===== src/rtl/core/dtr_pkg.sv =====
// Shared types and constants for the two-way ranging calculator.
`timescale 1ns / 1ps
`default_nettype none
package dtr_pkg;
   localparam int DIV_STEPS  = 64;
   localparam int DEN_W      = 34;
   localparam int DELAY_SHIFT = 16;   // 65536 ticks per delay unit
   localparam logic [18:0] MM_PER_TICK_Q16 = 19'd307385;
   localparam logic [15:0] DELAY_RESET = 16'd18000;
   localparam logic [15:0] DIST_MAX = 16'hFFFF;

   localparam logic [1:0] ST_OK   = 2'd0;
   localparam logic [1:0] ST_NEG  = 2'd1;
   localparam logic [1:0] ST_OVF  = 2'd2;
   localparam logic [1:0] ST_DIV0 = 2'd3;

   typedef struct packed {
      logic             valid;
      logic             div0;
      logic             neg;
      logic [DEN_W-1:0] den;
      logic [DEN_W-1:0] rem;
      logic [63:0]      work;   // dividend bits out the top, quotient bits in the bottom
      logic [31:0]      send;
   } cell_type;
endpackage
`default_nettype wire


===== src/rtl/core/dtr_div_cell.sv =====
// One restoring-division cell: retires one quotient bit per transaction.
`timescale 1ns / 1ps
`default_nettype none
module dtr_div_cell (
   input  wire               clock,
   input  wire               reset,
   input  wire               en,
   input  dtr_pkg::cell_type cell_in,
   output dtr_pkg::cell_type cell_out
);
   dtr_pkg::cell_type cell_ff, cell_in_c;
   logic [dtr_pkg::DEN_W:0] shifted, trial;

   always_comb begin
      shifted = {cell_in.rem, cell_in.work[63]};
      trial   = shifted - {1'b0, cell_in.den};
      cell_in_c = cell_in;
      cell_in_c.work = {cell_in.work[62:0], ~trial[dtr_pkg::DEN_W]};
      if (!trial[dtr_pkg::DEN_W]) begin
         cell_in_c.rem = trial[dtr_pkg::DEN_W-1:0];
      end else begin
         cell_in_c.rem = shifted[dtr_pkg::DEN_W-1:0];
      end
   end

   always_ff @(posedge clock) begin
      if (reset) begin
         cell_ff.valid <= 1'b0;
      end else if (en) begin
         cell_ff <= cell_in_c;
      end
   end

   assign cell_out = cell_ff;
endmodule
`default_nettype wire


===== config.mk =====
export PLATFORM = sky130hd
export DESIGN_NAME = dtr_div_cell
export DESIGN_NICKNAME = d
export VERILOG_FILES = /design/src/rtl/core/dtr_pkg.sv /design/src/rtl/core/dtr_div_cell.sv
export SDC_FILE = /design/constraint.sdc
export NUM_CORES = 1
export LEC_CHECK = 0
export ABC_AREA = 1
export BUFFER_PORTS_ARGS = -buffer_cell sky130_fd_sc_hd__buf_2
export CORE_AREA = 2 2 131 133
export CTS_CLUSTER_SIZE = 10
export DETAILED_ROUTE_END_ITERATION = 8
export DIE_AREA = 0 0 133 135
export GPL_TIMING_DRIVEN = 0
export PLACE_DENSITY = 0.81
export SLEW_MARGIN = 5
export SYNTH_ARGS = -nofsm -noshare
export SYNTH_HDL_FRONTEND = slang
export SYNTH_SLANG_ARGS = --single-unit

===== constraint.sdc =====
create_clock -name clock -period 16.65 [get_ports clock]
set_input_delay 1.665 -clock clock [delete_from_list [all_inputs] [get_ports clock]]
set_output_delay 1.665 -clock clock [all_outputs]
set_load 0.1 [all_outputs]

==> flow_summary.json <==
{
  "grt_overflow": 0,
  "status": "complete, no violations",
  "p_leak_nw": 5.28,
  "min_period_ps": 3490,
  "worstMarginPinSlew_ps": 700,
  "drive_gt1_frac": 0.334,
  "slowest_stage": "fa_1",
  "hp-start": "cell_out[166]",
  "fin_cells": 1410,
  "place_inst": 1375,
  "r2r-end": "cell_out[166]",
  "dieWidth_um": 133,
  "viasPerCell": 4.83,
  "arrival_ps": 3670,
  "die_area_um2": 18000,
  "post-place-ws_ps": 12740,
  "cts_num_sinks": 167,
  "hold_violations": 0,
  "drv_slew": 0,
  "grt_pass1_vias": 6847,
  "drtPass1Iterations": 6,
  "numPortBuffers": 336,
  "mappedNetlistArea_um2": 8100,
  "drv_cap": 0,
  "drt_iter0_drc": 450,
  "route.vias.total": 6805,
  "hp-class": "reg -> reg",
  "ir_worst_vdd_mv": 0.0723,
  "r2r_slack_ps": 16030,
  "rsz0062_at_grt": "no",
  "end_kind": "register",
  "dpl-instance-area_um2": 10200,
  "cp.required_ps": 16830,
  "crit_family": "simple AND/OR/NAND/NOR gates",
  "syn_avg_cell_area_um2": 9.95,
  "total_power_mw": 1.31,
  "routed_wl_um": 24800,
  "ctsResizeCount": 0,
  "ys.flop_type": "edfxtp_1",
  "fin_util": 0.657,
  "synth_edf_count": 166,
  "die_h_um": 135,
  "antenna_found_initial": 6,
  "cts_tree": "yes",
  "clk_latency_ps": 430,
  "worstPathMaxFanout": 10,
  "worst_slack_ps": 13160,
  "clockBufferDepth": 2,
  "io_pins": 337,
  "design_area_um2": 10800,
  "critPathMaxStageDelay_ps": 470,
  "p_per_area_nw_per_um2": 122,
  "min_to": "cell_out[166]",
  "hold_slack_ps": 514,
  "post_cts_buffers": 0,
  "ys_seq_area_frac": 0.618,
  "start_kind": "primary input",
  "ys_types": 28,
  "ff_latch_area_um2": 5000,
  "dp_hpwl_um": 20400,
  "hold_buffers": 0,
  "rows": 47,
  "syn_to_final_growth_pct": 33.0,
  "fin_skew_ps": 0,
  "whs_path_depth": 2,
  "fp.coreArea_um2": 16400,
  "ys_warn_count": 0,
  "cp_common_cell": "nand2_2",
  "path_cells": "buf_2 > inv_1 > ha_1 > fa_1 > inv_1 > nand3_1 > nand3_2 > nand2_2 > nand2_2 > nand2_2 > nand3_1 > nand2_4 > buf_6 > nand2_1 > nand2_1",
  "critical_path_class": "in -> reg",
  "cts.clk_slew.worst_paths_ps": 70,
  "detail_route.wl_per_cell_um": 17.6,
  "timing.rr.start": "cell_out[166]",
  "ys_async_sr_fraction": 0,
  "ant_nets": 0,
  "grtUsageTotal": 0.278,
  "numCtsBuffers": 17,
  "postSynthCellCount": 814,
  "largest_register_ffs": 167,
  "tns_ps": 0,
  "initial_utilization": 0.493,
  "gp_congestion": 0.931,
  "syn_nets": 1019,
  "multi_input_area_um2": 2560,
  "drc": 0,
  "design.final.nets": 1379,
  "clockRootBuffer": "clkbuf_16",
  "fin_crit_sh": 0.209,
  "reg2regPathDepth": 2,
  "grt_pass1_wl_um": 37200,
  "grt_max_degree": 35,
  "maxSlewHeadroom": 0.532,
  "ys_ff_latch": 167,
  "cts-htree-levels": 4,
  "setup_violations": 0,
  "timing.fmax_mhz": 287,
  "fill_cells": 1353,
  "critPathBufInv": 4
}
==> tightest hold or removal path, cell delays in order, from the launching register on <==
cell and delay [ps]:
dfxtp_1 330, nand2_1 90, a21oi_1 60
==> report_power, final <==
group          internal [mW]  switching, mW
clock network          0.214          0.181
registers              0.500        0.00748
logic                 0.0777          0.332
total                  0.792          0.520
==> cell usage after synthesis, types with 5 or more instances <==
cell,instances,area (um2)
xor2_1,17,149
edfxtp_1,166,4980
nor3_1,5,25.0
nand2_2,9,56.3
buf_6,6,67.6
o21bai_1,5,37.5
nor2_1,63,236
o21ai_0,14,70.1
nand3_1,29,145
ha_1,34,425
inv_1,126,473
a21oi_1,32,160
nand2_1,287,1080
==> cells by family (layout without fill, tap and decap cells) <==
logic type,after synthesis,count (layout),synth area share
simple gates,406,406,0.203
flops,167,167,0.618
buf+inv,132,505,0.0668
compound gates,55,55,0.0368
fa+ha+maj,35,35,0.0550
xor+xnor,19,19,0.0206
other cells,0,3,0
==> final cells by class <==
type                            instances  share of cell area
Clock inverter                         14              0.0154
Multi-Input combinational cell        515               0.238
Timing Repair Buffer                  341               0.166
Buffer                                  6             0.00627
Antenna cell                            3            0.000697
Inverter                              126              0.0439
Sequential cell                       167               0.465
Tap cell                              220              0.0256
Clock buffer                           18              0.0398
==> metal layers <==
| metal | GRT usage | wire, um | part of all wire | up-vias |
|---|---|---|---|---|
| li1 | - | - | - | 3377 |
| met1 | 0.329 | 9510 | 0.38 | 3092 |
| met2 | 0.463 | 12100 | 0.49 | 270 |
| met3 | 0.0927 | 2270 | 0.091 | 60 |
| met4 | 0.128 | 932 | 0.038 | 6 |
| met5 | 0 | 43 | 0.0017 | - |
==> cell usage in the layout (no fill, tap or decap), drive strengths merged, types with 17 or more instances in the layout <==
master and n:
a21oi 34, buf 347, clkbuf 18, edfxtp 166
ha 34, inv 132, nand2 298, nand3 30
nor2 66, xor2 17
==> how the worst max path moves through the flow <==
stage / startpoint / to / slack (ps) / cells after the start
floorplan: en / cell_out[0] / 7270 / 2
finish: cell_in[95] / cell_out[109] / 13160 / 15
global route: cell_in[95] / cell_out[111] / 13030 / 15
detailed placement: cell_in[95] / cell_out[111] / 12740 / 15
global placement: en / cell_out[19] / 4590 / 3
CTS: cell_in[95] / cell_out[109] / 13170 / 15
Power figures use the tool's default switching activity.
